File: config.mk
export PLATFORM = sky130hd
export DESIGN_NAME = two_mode_byte_stream_lexer
export DESIGN_NICKNAME = d
export VERILOG_FILES = /design/src/rtl/core/bsl_pkg.sv /design/src/rtl/core/bsl_core.sv /design/src/rtl/core/bsl_outq.sv /design/src/rtl/core/two_mode_byte_stream_lexer.sv
export SDC_FILE = /design/constraint.sdc
export NUM_CORES = 1
export LEC_CHECK = 0
export BUFFER_PORTS_ARGS = -buffer_cell sky130_fd_sc_hd__buf_4
export CAP_MARGIN = 20
export CORE_UTILIZATION = 25
export DETAILED_ROUTE_END_ITERATION = 12
export GPL_TIMING_DRIVEN = 0
export PLACE_DENSITY_LB_ADDON = 0.05
export SLEW_MARGIN = 30
export SYNTH_ARGS = -nofsm -noshare
export SYNTH_HDL_FRONTEND = slang
export SYNTH_SLANG_ARGS = --single-unit
export TNS_END_PERCENT = 50
File: constraint.sdc
create_clock -name clk -period 14.8 [get_ports clk]
set_input_delay 2.96 -clock clk [delete_from_list [all_inputs] [get_ports clk]]
set_output_delay 2.96 -clock clk [all_outputs]
set_load 0.01 [all_outputs]
File: src/rtl/core/bsl_pkg.sv
// shared types, character codes and classification functions for the byte stream lexer
package bsl_pkg;

  typedef enum logic [3:0] {
    ST_IDLE      = 4'd0,
    ST_IDENT     = 4'd1,
    ST_STR_DQ    = 4'd2,
    ST_STR_SQ    = 4'd3,
    ST_ESC_DQ    = 4'd4,
    ST_ESC_SQ    = 4'd5,
    ST_DASH      = 4'd6,
    ST_LBRACE    = 4'd7,
    ST_SEL       = 4'd8,
    ST_SEL_CLOSE = 4'd9
  } lex_state_t;

  typedef logic [2:0] kind_t;

  localparam kind_t KIND_SYMBOL   = 3'd0;
  localparam kind_t KIND_STRING   = 3'd1;
  localparam kind_t KIND_IDENT    = 3'd2;
  localparam kind_t KIND_VIR      = 3'd3;
  localparam kind_t KIND_SELECTOR = 3'd4;
  localparam kind_t KIND_ARROW    = 3'd5;

  // progress through the keyword "vir"
  typedef logic [2:0] kw_prog_t;

  localparam kw_prog_t KW_NONE = 3'd0;
  localparam kw_prog_t KW_V    = 3'd1;
  localparam kw_prog_t KW_VI   = 3'd2;
  localparam kw_prog_t KW_VIR  = 3'd3;
  localparam kw_prog_t KW_MISS = 3'd4;

  localparam logic [7:0] CH_SPACE  = 8'h20;
  localparam logic [7:0] CH_TAB    = 8'h09;
  localparam logic [7:0] CH_CR     = 8'h0d;
  localparam logic [7:0] CH_LF     = 8'h0a;
  localparam logic [7:0] CH_DQUOTE = 8'h22;
  localparam logic [7:0] CH_SQUOTE = 8'h27;
  localparam logic [7:0] CH_BSLASH = 8'h5c;
  localparam logic [7:0] CH_DASH   = 8'h2d;
  localparam logic [7:0] CH_GT     = 8'h3e;
  localparam logic [7:0] CH_DOLLAR = 8'h24;
  localparam logic [7:0] CH_UNDER  = 8'h5f;
  localparam logic [7:0] CH_LBRACE = 8'h7b;
  localparam logic [7:0] CH_RBRACE = 8'h7d;
  localparam logic [7:0] CH_LPAREN = 8'h28;
  localparam logic [7:0] CH_RPAREN = 8'h29;
  localparam logic [7:0] CH_LBRACK = 8'h5b;
  localparam logic [7:0] CH_RBRACK = 8'h5d;
  localparam logic [7:0] CH_SEMI   = 8'h3b;
  localparam logic [7:0] CH_COLON  = 8'h3a;
  localparam logic [7:0] CH_EQUAL  = 8'h3d;
  localparam logic [7:0] CH_COMMA  = 8'h2c;
  localparam logic [7:0] CH_DOT    = 8'h2e;
  localparam logic [7:0] CH_V      = 8'h76;
  localparam logic [7:0] CH_I      = 8'h69;
  localparam logic [7:0] CH_R      = 8'h72;

  typedef struct packed {
    kind_t       kind;
    logic [15:0] start;
    logic [16:0] len;
    logic        last;
  } token_rec_t;

  // up to two token records produced by one byte
  typedef struct packed {
    logic       v0;
    logic       v1;
    token_rec_t rec0;
    token_rec_t rec1;
  } token_push_t;

  function automatic logic is_space(logic [7:0] b);
    return (b == CH_SPACE) || (b == CH_TAB) || (b == CH_CR) || (b == CH_LF);
  endfunction

  function automatic logic is_id_start(logic [7:0] b);
    return (b >= 8'h61 && b <= 8'h7a) || (b >= 8'h41 && b <= 8'h5a) ||
           (b == CH_UNDER) || (b == CH_DOLLAR);
  endfunction

  function automatic logic is_id_part(logic [7:0] b);
    return is_id_start(b) || (b >= 8'h30 && b <= 8'h39) || (b == CH_DASH);
  endfunction

  function automatic logic is_symbol(logic [7:0] b);
    return (b == CH_LBRACE) || (b == CH_RBRACE) || (b == CH_LPAREN) ||
           (b == CH_RPAREN) || (b == CH_LBRACK) || (b == CH_RBRACK) ||
           (b == CH_SEMI) || (b == CH_COLON) || (b == CH_EQUAL) ||
           (b == CH_COMMA) || (b == CH_DOT);
  endfunction

endpackage

File: src/rtl/core/bsl_core.sv
// lexer state registers and the single-pass per-byte next-state and token logic
module bsl_core #(
  parameter int MAX_CONTENT     = 65536,
  parameter int MAX_BRACE_DEPTH = 255
) (
  input  logic                clk,
  input  logic                rst_n,
  input  logic                cfg_wr_en,
  input  logic                cfg_wr_data,
  input  logic                step_en,
  input  logic [7:0]          data_byte,
  input  logic                end_of_content,
  output bsl_pkg::token_push_t push
);

  localparam int OFF_W = $clog2(MAX_CONTENT);
  localparam int DEP_W = $clog2(MAX_BRACE_DEPTH + 1);
  localparam logic [OFF_W-1:0] OFF_LAST = OFF_W'(MAX_CONTENT - 1);
  localparam logic [DEP_W-1:0] DEP_MAX  = DEP_W'(MAX_BRACE_DEPTH);
  localparam logic [DEP_W-1:0] DEP_OPEN = DEP_W'(2);

  logic                 mode_r;
  bsl_pkg::lex_state_t  st_r, st_nxt;
  logic [OFF_W-1:0]     off_r, off_nxt;
  logic [OFF_W-1:0]     ts_r, ts_nxt;
  logic [DEP_W-1:0]     dep_r, dep_nxt;
  bsl_pkg::kw_prog_t    kwp_r, kwp_nxt;

  function automatic bsl_pkg::token_rec_t mk_rec(bsl_pkg::kind_t k,
                                                 logic [OFF_W-1:0] s,
                                                 logic [OFF_W:0] e);
    bsl_pkg::token_rec_t r;
    logic [OFF_W:0]      s_x;
    logic [OFF_W:0]      d;
    s_x    = {1'b0, s};
    d      = e - s_x;
    r.kind  = k;
    r.start = 16'(s);
    r.len   = (e > s_x) ? 17'(d) : 17'd1;
    r.last  = 1'b0;
    return r;
  endfunction

  function automatic bsl_pkg::kind_t ident_kind(logic m, bsl_pkg::kw_prog_t p);
    return (m && p == bsl_pkg::KW_VIR) ? bsl_pkg::KIND_VIR : bsl_pkg::KIND_IDENT;
  endfunction

  always_comb begin
    logic [OFF_W:0]       pos0;
    logic [OFF_W:0]       pos1;
    logic [DEP_W-1:0]     dn;
    logic                 relex;
    logic                 e1, e2, e3, has2;
    bsl_pkg::token_rec_t  r1, r2, r3, second;
    bsl_pkg::lex_state_t  st_mid;
    logic [OFF_W-1:0]     ts_mid;
    logic [DEP_W-1:0]     dep_mid;
    bsl_pkg::kw_prog_t    kwp_mid;

    pos0    = {1'b0, off_r};
    pos1    = {1'b0, off_r} + (OFF_W+1)'(1);
    dn      = dep_r;
    relex   = 1'b0;
    e1      = 1'b0;
    e2      = 1'b0;
    e3      = 1'b0;
    r1      = '0;
    r2      = '0;
    r3      = '0;
    st_mid  = st_r;
    ts_mid  = ts_r;
    dep_mid = dep_r;
    kwp_mid = kwp_r;

    // continue the open token
    case (st_r)
      bsl_pkg::ST_IDENT: begin
        if (bsl_pkg::is_id_part(data_byte)) begin
          if (kwp_r == bsl_pkg::KW_V && data_byte == bsl_pkg::CH_I) begin
            kwp_mid = bsl_pkg::KW_VI;
          end else if (kwp_r == bsl_pkg::KW_VI && data_byte == bsl_pkg::CH_R) begin
            kwp_mid = bsl_pkg::KW_VIR;
          end else begin
            kwp_mid = bsl_pkg::KW_MISS;
          end
        end else begin
          e1    = 1'b1;
          r1    = mk_rec(ident_kind(mode_r, kwp_r), ts_r, pos0);
          relex = 1'b1;
        end
      end
      bsl_pkg::ST_STR_DQ: begin
        if (data_byte == bsl_pkg::CH_DQUOTE) begin
          e1     = 1'b1;
          r1     = mk_rec(bsl_pkg::KIND_STRING, ts_r, pos1);
          st_mid = bsl_pkg::ST_IDLE;
        end else if (data_byte == bsl_pkg::CH_BSLASH) begin
          st_mid = bsl_pkg::ST_ESC_DQ;
        end
      end
      bsl_pkg::ST_STR_SQ: begin
        if (data_byte == bsl_pkg::CH_SQUOTE) begin
          e1     = 1'b1;
          r1     = mk_rec(bsl_pkg::KIND_STRING, ts_r, pos1);
          st_mid = bsl_pkg::ST_IDLE;
        end else if (data_byte == bsl_pkg::CH_BSLASH) begin
          st_mid = bsl_pkg::ST_ESC_SQ;
        end
      end
      bsl_pkg::ST_ESC_DQ: begin
        st_mid = bsl_pkg::ST_STR_DQ;
      end
      bsl_pkg::ST_ESC_SQ: begin
        st_mid = bsl_pkg::ST_STR_SQ;
      end
      bsl_pkg::ST_DASH: begin
        if (data_byte == bsl_pkg::CH_GT) begin
          e1     = 1'b1;
          r1     = mk_rec(bsl_pkg::KIND_ARROW, ts_r, pos1);
          st_mid = bsl_pkg::ST_IDLE;
        end else begin
          relex = 1'b1;
        end
      end
      bsl_pkg::ST_LBRACE: begin
        if (data_byte == bsl_pkg::CH_LBRACE) begin
          st_mid  = bsl_pkg::ST_SEL;
          dep_mid = DEP_OPEN;
        end else begin
          relex = 1'b1;
        end
      end
      bsl_pkg::ST_SEL: begin
        if (data_byte == bsl_pkg::CH_LBRACE) begin
          if (dep_r < DEP_MAX) begin
            dep_mid = dep_r + DEP_W'(1);
          end
        end else if (data_byte == bsl_pkg::CH_RBRACE) begin
          if (dep_r != '0) begin
            dn = dep_r - DEP_W'(1);
          end
          dep_mid = dn;
          if (dn == '0) begin
            st_mid = bsl_pkg::ST_SEL_CLOSE;
          end
        end
      end
      bsl_pkg::ST_SEL_CLOSE: begin
        e1 = 1'b1;
        if (data_byte == bsl_pkg::CH_RBRACE) begin
          r1     = mk_rec(bsl_pkg::KIND_SELECTOR, ts_r, pos1);
          st_mid = bsl_pkg::ST_IDLE;
        end else begin
          r1    = mk_rec(bsl_pkg::KIND_SELECTOR, ts_r, pos0);
          relex = 1'b1;
        end
      end
      default: begin
        relex = 1'b1;
      end
    endcase

    // lex the byte afresh from idle
    if (relex) begin
      st_mid = bsl_pkg::ST_IDLE;
      if (!bsl_pkg::is_space(data_byte)) begin
        ts_mid = off_r;
        if (!mode_r) begin
          if (bsl_pkg::is_symbol(data_byte)) begin
            e2 = 1'b1;
            r2 = mk_rec(bsl_pkg::KIND_SYMBOL, off_r, pos1);
          end else if (data_byte == bsl_pkg::CH_DQUOTE) begin
            st_mid = bsl_pkg::ST_STR_DQ;
          end else if (data_byte == bsl_pkg::CH_SQUOTE) begin
            st_mid = bsl_pkg::ST_STR_SQ;
          end else if (bsl_pkg::is_id_start(data_byte)) begin
            st_mid  = bsl_pkg::ST_IDENT;
            kwp_mid = (data_byte == bsl_pkg::CH_V) ? bsl_pkg::KW_V : bsl_pkg::KW_MISS;
          end
        end else begin
          if (data_byte == bsl_pkg::CH_LBRACE) begin
            st_mid = bsl_pkg::ST_LBRACE;
          end else if (data_byte == bsl_pkg::CH_DASH) begin
            st_mid = bsl_pkg::ST_DASH;
          end else if (bsl_pkg::is_id_start(data_byte)) begin
            st_mid  = bsl_pkg::ST_IDENT;
            kwp_mid = (data_byte == bsl_pkg::CH_V) ? bsl_pkg::KW_V : bsl_pkg::KW_MISS;
          end
        end
      end
    end

    // flush an open token on the last byte of the fragment
    if (end_of_content) begin
      case (st_mid)
        bsl_pkg::ST_IDENT: begin
          e3 = 1'b1;
          r3 = mk_rec(ident_kind(mode_r, kwp_mid), ts_mid, pos1);
        end
        bsl_pkg::ST_STR_DQ, bsl_pkg::ST_STR_SQ,
        bsl_pkg::ST_ESC_DQ, bsl_pkg::ST_ESC_SQ: begin
          e3 = 1'b1;
          r3 = mk_rec(bsl_pkg::KIND_STRING, ts_mid, pos1);
        end
        bsl_pkg::ST_SEL, bsl_pkg::ST_SEL_CLOSE: begin
          e3 = 1'b1;
          r3 = mk_rec(bsl_pkg::KIND_SELECTOR, ts_mid, pos1);
        end
        default: begin
          e3 = 1'b0;
        end
      endcase
    end

    // a symbol from the relex and a flush never occur together
    second = e2 ? r2 : r3;
    has2   = e2 | e3;

    push.v0        = step_en & (e1 | has2);
    push.v1        = step_en & e1 & has2;
    push.rec0      = e1 ? r1 : second;
    push.rec0.last = !(e1 && has2);
    push.rec1      = second;
    push.rec1.last = 1'b1;

    if (end_of_content) begin
      st_nxt  = bsl_pkg::ST_IDLE;
      off_nxt = '0;
      ts_nxt  = '0;
      dep_nxt = '0;
      kwp_nxt = bsl_pkg::KW_NONE;
    end else begin
      st_nxt  = st_mid;
      off_nxt = (off_r == OFF_LAST) ? OFF_LAST : off_r + OFF_W'(1);
      ts_nxt  = ts_mid;
      dep_nxt = dep_mid;
      kwp_nxt = kwp_mid;
    end
  end

  always_ff @(posedge clk) begin
    if (!rst_n) begin
      mode_r <= 1'b0;
    end else if (cfg_wr_en) begin
      mode_r <= cfg_wr_data;
    end
  end

  always_ff @(posedge clk) begin
    if (!rst_n) begin
      st_r  <= bsl_pkg::ST_IDLE;
      off_r <= '0;
      ts_r  <= '0;
      dep_r <= '0;
      kwp_r <= bsl_pkg::KW_NONE;
    end else if (step_en) begin
      st_r  <= st_nxt;
      off_r <= off_nxt;
      ts_r  <= ts_nxt;
      dep_r <= dep_nxt;
      kwp_r <= kwp_nxt;
    end
  end

endmodule

File: src/rtl/core/bsl_outq.sv
// four-entry result queue, two writes and one read per cycle
module bsl_outq (
  input  logic                 clk,
  input  logic                 rst_n,
  input  bsl_pkg::token_push_t push,
  input  logic                 pop_ready,
  output logic                 out_valid,
  output bsl_pkg::token_rec_t  out_rec,
  output logic                 room_for_two
);

  localparam int QD    = 4;
  localparam int PTR_W = $clog2(QD);

  bsl_pkg::token_rec_t mem_r [QD];
  logic [PTR_W-1:0]    wr_ptr_r, wr_ptr_nxt;
  logic [PTR_W-1:0]    rd_ptr_r, rd_ptr_nxt;
  logic [PTR_W:0]      cnt_r, cnt_nxt;
  logic                pop;
  logic [PTR_W:0]      n_push;

  assign out_valid    = (cnt_r != '0);
  assign out_rec      = mem_r[rd_ptr_r];
  assign room_for_two = (cnt_r <= (PTR_W+1)'(QD - 2));
  assign pop          = out_valid & pop_ready;

  always_comb begin
    n_push     = (PTR_W+1)'(push.v0) + (PTR_W+1)'(push.v1);
    wr_ptr_nxt = wr_ptr_r + PTR_W'(n_push);
    rd_ptr_nxt = rd_ptr_r + PTR_W'(pop);
    cnt_nxt    = cnt_r + n_push - (PTR_W+1)'(pop);
  end

  always_ff @(posedge clk) begin
    if (!rst_n) begin
      wr_ptr_r <= '0;
      rd_ptr_r <= '0;
      cnt_r    <= '0;
    end else begin
      wr_ptr_r <= wr_ptr_nxt;
      rd_ptr_r <= rd_ptr_nxt;
      cnt_r    <= cnt_nxt;
    end
  end

  always_ff @(posedge clk) begin
    if (push.v0) begin
      mem_r[wr_ptr_r] <= push.rec0;
    end
    if (push.v1) begin
      mem_r[wr_ptr_r + PTR_W'(1)] <= push.rec1;
    end
  end

endmodule

File: src/rtl/core/two_mode_byte_stream_lexer.sv
// top level of the two-mode byte stream lexer
// records are registered in the result queue and offered on out_valid in order of arrival
// throughput: one byte per cycle while in_ready; each gives up to two records, drained one per cycle while out_ready
// a four-entry result queue parts the sides; in_ready drops while fewer than two slots are free
// reset (rst_n low, synchronous): mode 0, scanner idle, offsets and depth cleared, queue empty
module two_mode_byte_stream_lexer #(
  parameter int MAX_CONTENT     = 65536,
  parameter int MAX_BRACE_DEPTH = 255
) (
  input  logic        clk,
  input  logic        rst_n,
  // configuration: lexer_mode register
  input  logic        cfg_wr_en,
  input  logic        cfg_wr_data,
  // byte input channel
  input  logic        in_valid,
  output logic        in_ready,
  input  logic [7:0]  in_data_byte,
  input  logic        in_end_of_content,
  // token record channel
  output logic        out_valid,
  input  logic        out_ready,
  output logic [2:0]  out_token_kind,
  output logic [15:0] out_start_offset,
  output logic [16:0] out_token_length,
  output logic        out_last_of_run
);

  bsl_pkg::token_push_t push;
  bsl_pkg::token_rec_t  head_rec;
  logic                 room_for_two;
  logic                 step_en;

  // a byte transaction advances the scanner
  assign in_ready = room_for_two;
  assign step_en  = in_valid & in_ready;

  // scanner: state registers plus the per-byte next-state logic
  bsl_core #(
    .MAX_CONTENT     (MAX_CONTENT),
    .MAX_BRACE_DEPTH (MAX_BRACE_DEPTH)
  ) u_core (
    .clk            (clk),
    .rst_n          (rst_n),
    .cfg_wr_en      (cfg_wr_en),
    .cfg_wr_data    (cfg_wr_data),
    .step_en        (step_en),
    .data_byte      (in_data_byte),
    .end_of_content (in_end_of_content),
    .push           (push)
  );

  // records wait here until the consumer takes them, in order
  bsl_outq u_outq (
    .clk          (clk),
    .rst_n        (rst_n),
    .push         (push),
    .pop_ready    (out_ready),
    .out_valid    (out_valid),
    .out_rec      (head_rec),
    .room_for_two (room_for_two)
  );

  assign out_token_kind   = head_rec.kind;
  assign out_start_offset = head_rec.start;
  assign out_token_length = head_rec.len;
  assign out_last_of_run  = head_rec.last;

endmodule

==> metrics, run 1 <==
status finished, final reports clean; Tcrit/Tclk final 0.633; clk slew on worst S/H paths 0.06 ns; count of mapped cells out of synthesis between 1500 and 2000; Synth Register Bits 203; Rows 90; EDFF count, synth 144; max cap viols 0; worst hold path class register to register; Routed WL per cell between 20 and 30 µm; worst-path maximum fanout 10; most common cell after layout, fill and taps aside edfxtp_1; io pins 54; Final setup viols 0; CTS tree yes; diode count 0; WP data required 15.08 ns; reg2reg end u_outq.mem_r[1][2]; Starting Density 0.253; most frequent cells in the layout 144 x edfxtp_1, 140 x nand2_1, 95 x nor2_1; critical path class primary input to register; total iterations of the first detailed-routing run 7; port bufs just under 50; area post-placement between 15000 and 20000 µm²; register area share after synthesis 0.361; Max VDD drop 72.3 µV; hold buffer count at cts 0; reg2reg start u_core.st_r[1]; Remaining DRCs 0; R2R cell count 20; cts repair resizes 0; drt initial violations ~900; Post-Syn Area around 15000 µm²; CP startpoint kind primary input; CP Launch Point in_data_byte[5]; Layout Nets around 1800; Min Hold Slack roughly 0.48 ns; Slew HR 0.313; post-route ant nets 0; WL final 63700 µm; # fillers 6391; largest net degree at the start of global routing 28; Die Height 249 µm; leakage ~6.4 nW; Power per Cell Area 99.8 nW/µm²; Util after Layout 0.293; final worst setup slack about 5.4 ns; Async S/R FF share, synth 0; HPWL after detailed placement 50700 µm; Clock Latency Late Sink roughly 0.57 ns; Die Wd between 200 and 250 µm; Vias/cell between 5 and 6; GRT Residual Overflow 0; Final GP Congestion approximately 0.88; root buffer cell clkbuf_16; # H-tree levels 1; Worst Max-Slew Pin Slew 1.03 ns; Hold Fails Final Rpt 0; clock sink count 203; Worst Setup End Kind register; r2r setup slk 7.97 ns; syn nets 1704; Distinct cells, synth 101; Post-Syn Area per Cell 9.44 µm²; Setup crit end u_outq.mem_r[1][2]; max frequency 107 MHz; RSZ-0062 raised after global routing false; Area Growth Syn to Fin 15.9%; first-pass GRT wire length 93000 µm; vias in the first global route 13100; Slew Limit Fails 0; post-layout min period 9.37 ns; skew final 0.0282 ns; Critical Path AT 9.65 ns; vias between 10000 and 15000; Synthesis Warnings 0; layout cells sized above 1 0.134; initial antenna violation count 4; Core ar. 60200 µm²; die area 61900 µm²; CTS max path bufs 3; dpl ws 5.00 ns; GRT Total Usage 0.203; TritonCTS buffer count 27; main flop type after synthesis edfxtp_1; Finished Cell Area 17700 µm²; postcts setup bufs 0; setup TNS 0 ns
==> flip-flops by register name, summed over array words and instances (netlist names) <==
signal / cells
u_core.dep_r: 8
u_outq.rd_ptr_r: 2
u_outq.cnt_r: 3
u_core.st_r: 4
u_outq.wr_ptr_r: 2
u_core.ts_r: 16
u_outq.mem_r: 148
u_core.mode_r: 1
u_core.kwp_r: 3
u_core.off_r: 16
==> worst min-delay path by stage <==
| stage | to | startpoint | slack [ns] | cells past startpoint |
|---|---|---|---|---|
| detailed placement | u_outq.mem_r[1][0] | u_outq.mem_r[1][0] | 0.46 | 1 |
| global route | u_outq.mem_r[1][0] | u_outq.mem_r[1][0] | 0.50 | 1 |
| CTS | u_outq.mem_r[1][0] | u_outq.mem_r[1][0] | 0.48 | 1 |
| finish | u_outq.mem_r[1][0] | u_outq.mem_r[1][0] | 0.48 | 1 |
| floorplan | u_outq.mem_r[2][0] | u_outq.mem_r[2][0] | 0.44 | 1 |
| global placement | u_outq.mem_r[3][0] | u_outq.mem_r[3][0] | 0.45 | 1 |
==> logic make-up (layout without fill, tap and decap cells) <==
family	Yosys count	after routing	share of synthesized area
compound gates	547	547	0.257
xor+xnor	79	79	0.0454
simple gates	484	484	0.163
mux	46	46	0.0607
buf+inv	179	284	0.0492
fa+ha+maj	76	76	0.0643
flops	203	203	0.361
==> worst max-delay path: stages <==
cell and delay, ns:
buf_4 0.09, buf_2 0.20, nand4b_1 0.47, o21ai_1 0.46, nand4_1 0.33, o21ai_2 0.46
clkbuf_1 0.49, clkbuf_1 0.62, a21oi_1 0.38, ha_1 0.40, a21o_1 0.16, a21oi_1 0.45
a311o_1 0.22, a21oi_1 0.12, a2111oi_4 0.53, o211ai_2 0.17, and2_1 0.20, buf_6 0.15
buf_12 0.16, a22oi_4 0.32, o21bai_1 0.16, o21ai_1 0.09
==> through the flow <==
step                total power, mW  std cells
CTS                            1.79       2501
global placement               1.08       2445
global route                   1.84       2501
detailed placement             1.08       2451
floorplan                     0.897       1614
finish                         1.76       2501
==> synth_stat cells (5+ instances only) <==
master / instances / area [µm²]
or2_2: 7 / 43.8
ha_1: 71 / 888
a21boi_0: 10 / 75.1
o32ai_1: 6 / 52.6
o21a_1: 16 / 120
o22ai_1: 56 / 350
o31ai_1: 10 / 75.1
a21o_1: 15 / 113
mux4_2: 37 / 833
o311ai_0: 7 / 61.3
xor2_1: 28 / 245
clkbuf_1: 59 / 221
nor2b_1: 46 / 288
nor4_1: 11 / 68.8
o21ai_1: 25 / 125
and3_1: 17 / 106
nand2_1: 144 / 541
a22oi_1: 20 / 150
edfxtp_1: 144 / 4320
a2111oi_0: 5 / 43.8
a31oi_1: 12 / 75.1
nand3b_1: 5 / 37.5
mux2i_1: 8 / 80.1
xnor2_1: 51 / 447
o21ai_0: 95 / 475
o21bai_1: 15 / 113
o211ai_1: 9 / 67.6
nor3_1: 28 / 140
a22oi_4: 8 / 170
or3_1: 8 / 50.1
buf_1: 6 / 22.5
a211oi_1: 23 / 173
and2_1: 39 / 244
inv_1: 80 / 300
buf_2: 28 / 140
dfxtp_1: 59 / 1180
nand4_1: 13 / 81.3
nand3_1: 27 / 135
nand2b_1: 13 / 81.3
a22o_1: 55 / 482
a21oi_1: 94 / 470
nor2_1: 95 / 357
o2bb2ai_1: 10 / 87.6
==> report_power, final <==
part	leakage (nW)	internal, mW	switching, mW
Sequential	1.97	0.617	0.00934
Combinational	4.00	0.177	0.252
Clock	0.458	0.433	0.275
Total	6.44	1.23	0.537
==> cell type report <==
class | count | area, µm² | share of cell area
Buffer | 98 | 453 | 0.0256
Clock buffer | 35 | 726 | 0.0411
Clock inverter | 15 | 211 | 0.0120
Inverter | 81 | 304 | 0.0172
Multi-Input combinational cell | 1232 | 9020 | 0.511
Sequential cell | 203 | 5510 | 0.312
Tap cell | 782 | 978 | 0.0554
Timing Repair Buffer | 55 | 463 | 0.0262
==> per-layer routing <==
layer / GRT usage / vias up / part of all wire / wire length [µm]
met4: 0.0591 / 0 / 0.028 / 1780
met5: 0 / - / 0 / 0
li1: - / 6302 / - / -
met3: 0.0161 / 70 / 0.037 / 2360
met1: 0.281 / 6521 / 0.46 / 29600
met2: 0.338 / 330 / 0.47 / 30000
Power figures use the tool's default switching activity.
==> run 2, diff against run 1 <==
--- a/config.mk
+++ b/config.mk
@@ -5,6 +5,7 @@
 export SDC_FILE = /design/constraint.sdc
 export NUM_CORES = 1
 export LEC_CHECK = 0
+export ABC_AREA = 1
 export BUFFER_PORTS_ARGS = -buffer_cell sky130_fd_sc_hd__buf_4
 export CAP_MARGIN = 20
 export CORE_UTILIZATION = 25
==> constraint.sdc (replaced) <==
create_clock -name clk -period 8.65 [get_ports clk]
set_input_delay 1.73 -clock clk [delete_from_list [all_inputs] [get_ports clk]]
set_output_delay 1.73 -clock clk [all_outputs]
set_load 0.01 [all_outputs]
==> run 2 against run 1 <==
Effect of this change:
- via count up 17%
- clock power up 65%
- critical path depth up 6
- synthesized area up 3.8%
- routed wire length up 9.5%
- cell area up 3.1%
- die area up 3.8%
- critical path type unchanged
- sequential share of layout area down 0.93 points
- register-to-register slack worse by 4.9 ns
- clock skew down 0.0090 ns
- worst setup slack worse by 2.9 ns
- synthesized cell count up 34%
==> metrics, run 2 <==
Core ar. 62100 µm² (+3.0%); register area share after synthesis 0.348 (-0.0133); CTS tree yes; diode count 0 (unchanged); port bufs 50 (+2.0%); Power per Cell Area 187 nW/µm² (+87%); largest net degree at the start of global routing 38 (+36%); r2r setup slk 3.11 ns (-4.86 ns); EDFF count, synth 144 (unchanged); Synthesis Warnings 0 (unchanged); worst hold path class register to register; layout cells sized above 1 0.118 (-0.0157); Remaining DRCs 0 (unchanged); HPWL after detailed placement 54700 µm (+7.9%); most common cell after layout, fill and taps aside nand2_1; top flop regs u_outq.mem_r (148), u_core.off_r (16), u_core.ts_r (16); Min Hold Slack 0.465 ns (-0.0116 ns); top cell type's share of synthesized area 0.273 (-0.0104); total iterations of the first detailed-routing run 5 (-2); worst hold endpoint u_core.ts_r[8]; syn nets 2259 (+33%); Vias/cell 4.96 (-6.2%); Layout Nets 2340 (+31%); clock sink count 203 (unchanged); max reg flops 148 (unchanged); RSZ-0062 raised after global routing false; Routed WL per cell 22.5 µm (-12%); Hold Path Cell Cnt 2 (+1); vias 15400 (+17%); # H-tree levels 1 (unchanged); Hold Fails Final Rpt 0 (unchanged); critical path class primary input to register; area post-placement 17300 µm² (+3.4%); post-route ant nets 0 (unchanged); most common library cells after synthesis 514 x nand2_1, 206 x inv_1, 194 x nor2_1; leakage 7.71 nW (+20%); # fillers 6751 (+5.6%); post-layout min period around 6.1 ns; initial antenna violation count 0 (-4); status finished, final reports clean; Synth Register Bits 203 (unchanged); die area 64300 µm² (+3.8%); postcts setup bufs 0 (unchanged); Area Growth Syn to Fin 15.1%; skew final 0.0192 ns (-0.00903 ns); cts repair resizes 0 (unchanged); Die Wd 254 µm (+1.9%); most frequent cell after synthesis nand2_1; hold buffer count at cts 0 (unchanged); final worst setup slack 2.52 ns (-2.91 ns); Post-Syn Area 15800 µm² (+3.8%); TritonCTS buffer count 28 (+3.7%); io pins 54 (unchanged); Max VDD drop 148 µV (+100%); Distinct cells, synth 63 (-38%); WL final 69800 µm (+9.5%); first-pass GRT wire length 102000 µm (+9.2%); setup TNS 0 ns (unchanged); Post-Syn Area per Cell 7.29 µm² (-23%); most flop-heavy register u_outq.mem_r; dpl ws 1.97 ns (-3.03 ns); vias in the first global route 15000 (+14%); clk slew on worst S/H paths 0.05 ns (about the same); most frequent cells in the layout 513 x nand2_1, 206 x inv_1, 194 x nor2_1; CP startpoint kind primary input; R2R cell count 27 (+35%); main flop type after synthesis edfxtp_1; Final setup viols 0 (unchanged); Final GP Congestion 0.939 (+6.7%); WP data required 9.09 ns (-5.99 ns); worst-path maximum fanout 10 (unchanged); Clock Latency Late Sink 0.59 ns (+0.02 ns); reg2reg start u_core.off_r[0]; Worst Setup End Kind register; Async S/R FF share, synth 0 (unchanged); top cells by area, synth edfxtp_1 27%, nand2_1 12%, dfxtp_1 7.5%; Tcrit/Tclk final 0.709; Finished Cell Area 18200 µm² (+3.1%); count of mapped cells out of synthesis 2169 (+34%); GRT Total Usage 0.217 (+0.0134); Rows 91 (+1.1%); Slew HR 0.393 (+0.0801); GRT Residual Overflow 0 (unchanged); drt initial violations 1229 (+36%); Worst Max-Slew Pin Slew 0.901 ns (-0.126 ns); Multi-input gate area 9010 µm² (about the same); hold path start u_core.ts_r[8]; reg2reg end u_outq.mem_r[3][15]; max frequency 163 MHz; Starting Density 0.255 (+0.00199); Die Height 254 µm (+1.9%); Slew Limit Fails 0 (unchanged); CTS max path bufs 3 (unchanged); Critical Path AT 6.57 ns (-3.08 ns); root buffer cell clkbuf_16; most area-hungry cell type in the Yosys netlist edfxtp_1; sequential cell area 5510 µm² (unchanged); max cap viols 0 (unchanged)
[run 2: cell types whose count changed after synthesis, sizes merged, moves of 37 or more]
cell | before | now
nand2 | 144 | 546
a22o | 55 | 0
nor2b | 46 | 0
o21ai | 124 | 264
nor2 | 95 | 227
and2 | 39 | 2
inv | 81 | 228
nand3 | 29 | 155
mux4 | 37 | 0
[run 2: power by group]
part / switching [mW] / total, mW / internal (mW)
combinational: 0.780 / 1.13 / 0.354
clock: 0.486 / 1.17 / 0.684
sequential: 0.0247 / 1.09 / 1.07
[run 2: worst max-delay path by stage]
| stage | start | end | slack [ns] | depth (start not counted) |
|---|---|---|---|---|
| floorplan | in_data_byte[1] | u_outq.mem_r[0][10] | 3.41 | 26 |
| global placement | in_data_byte[2] | u_outq.mem_r[0][17] | 1.97 | 28 |
| detailed placement | in_data_byte[2] | u_outq.mem_r[0][17] | 1.97 | 28 |
| CTS | in_data_byte[2] | u_outq.mem_r[0][17] | 2.55 | 28 |
| global route | in_data_byte[4] | u_outq.mem_r[3][17] | 2.18 | 30 |
| finish | in_data_byte[2] | u_outq.mem_r[3][15] | 2.52 | 28 |
[run 2: kinds of logic after synthesis]
logic type | after synthesis | synth area share
adders and majority gates | 75 | 0.0612
and+or+nand+nor | 1019 | 0.299
xor gates and xnor gates | 65 | 0.0360
buffers and inverters | 314 | 0.0838
DFF | 203 | 0.348
AOI/OAI and AO/OA | 493 | 0.172
[run 2: area by class of cell]
| class | count | area share |
|---|---|---|
| Multi-Input combinational cell | 1652 | 0.495 |
| Clock inverter | 18 | 0.0109 |
| Buffer | 85 | 0.0256 |
| Tap cell | 837 | 0.0575 |
| Clock buffer | 32 | 0.0393 |
| Inverter | 229 | 0.0472 |
| Sequential cell | 203 | 0.302 |
| Timing Repair Buffer | 51 | 0.0217 |
[run 2: stage by stage]
stage | util | total power [mW] | std cells
6_report | 0.293 | 3.40 | 3107
5_1_grt | 0.293 | 3.58 | 3107
4_1_cts | 0.293 | 3.45 | 3107
3_5_place_dp | 0.279 | 2.27 | 3057
3_3_place_gp | 0.278 | 2.27 | 3056
2_1_floorplan | - | 1.78 | 2169
[run 2: metal layers]
layer / vias up / GRT usage / part of all wire
met2: 431 / 0.360 / 0.46
met1: 7403 / 0.300 / 0.47
met5: - / 0 / 0
met3: 76 / 0.0188 / 0.044
li1: 7495 / - / -
met4: 0 / 0.0558 / 0.024
[run 2: worst max-delay path, cell delays in order]
cell	delay, ns
buf_4	0.13
nand2_2	0.13
nor2_2	0.07
nand2_2	0.17
nand2_4	0.12
nand3_4	0.13
nor2_8	0.06
a21oi_4	0.29
inv_2	0.18
clkbuf_1	0.25
o21ai_0	0.27
inv_1	0.11
ha_1	0.34
nand2_1	0.13
o21ai_0	0.71
nand3_2	0.14
o21ai_2	0.29
nand2_1	0.11
nand2_2	0.09
nand2_1	0.07
nand2_2	0.10
nand2_2	0.09
nor2_8	0.15
buf_8	0.21
nand2_4	0.06
nand2_1	0.22
nand2_1	0.11
nand2_1	0.09
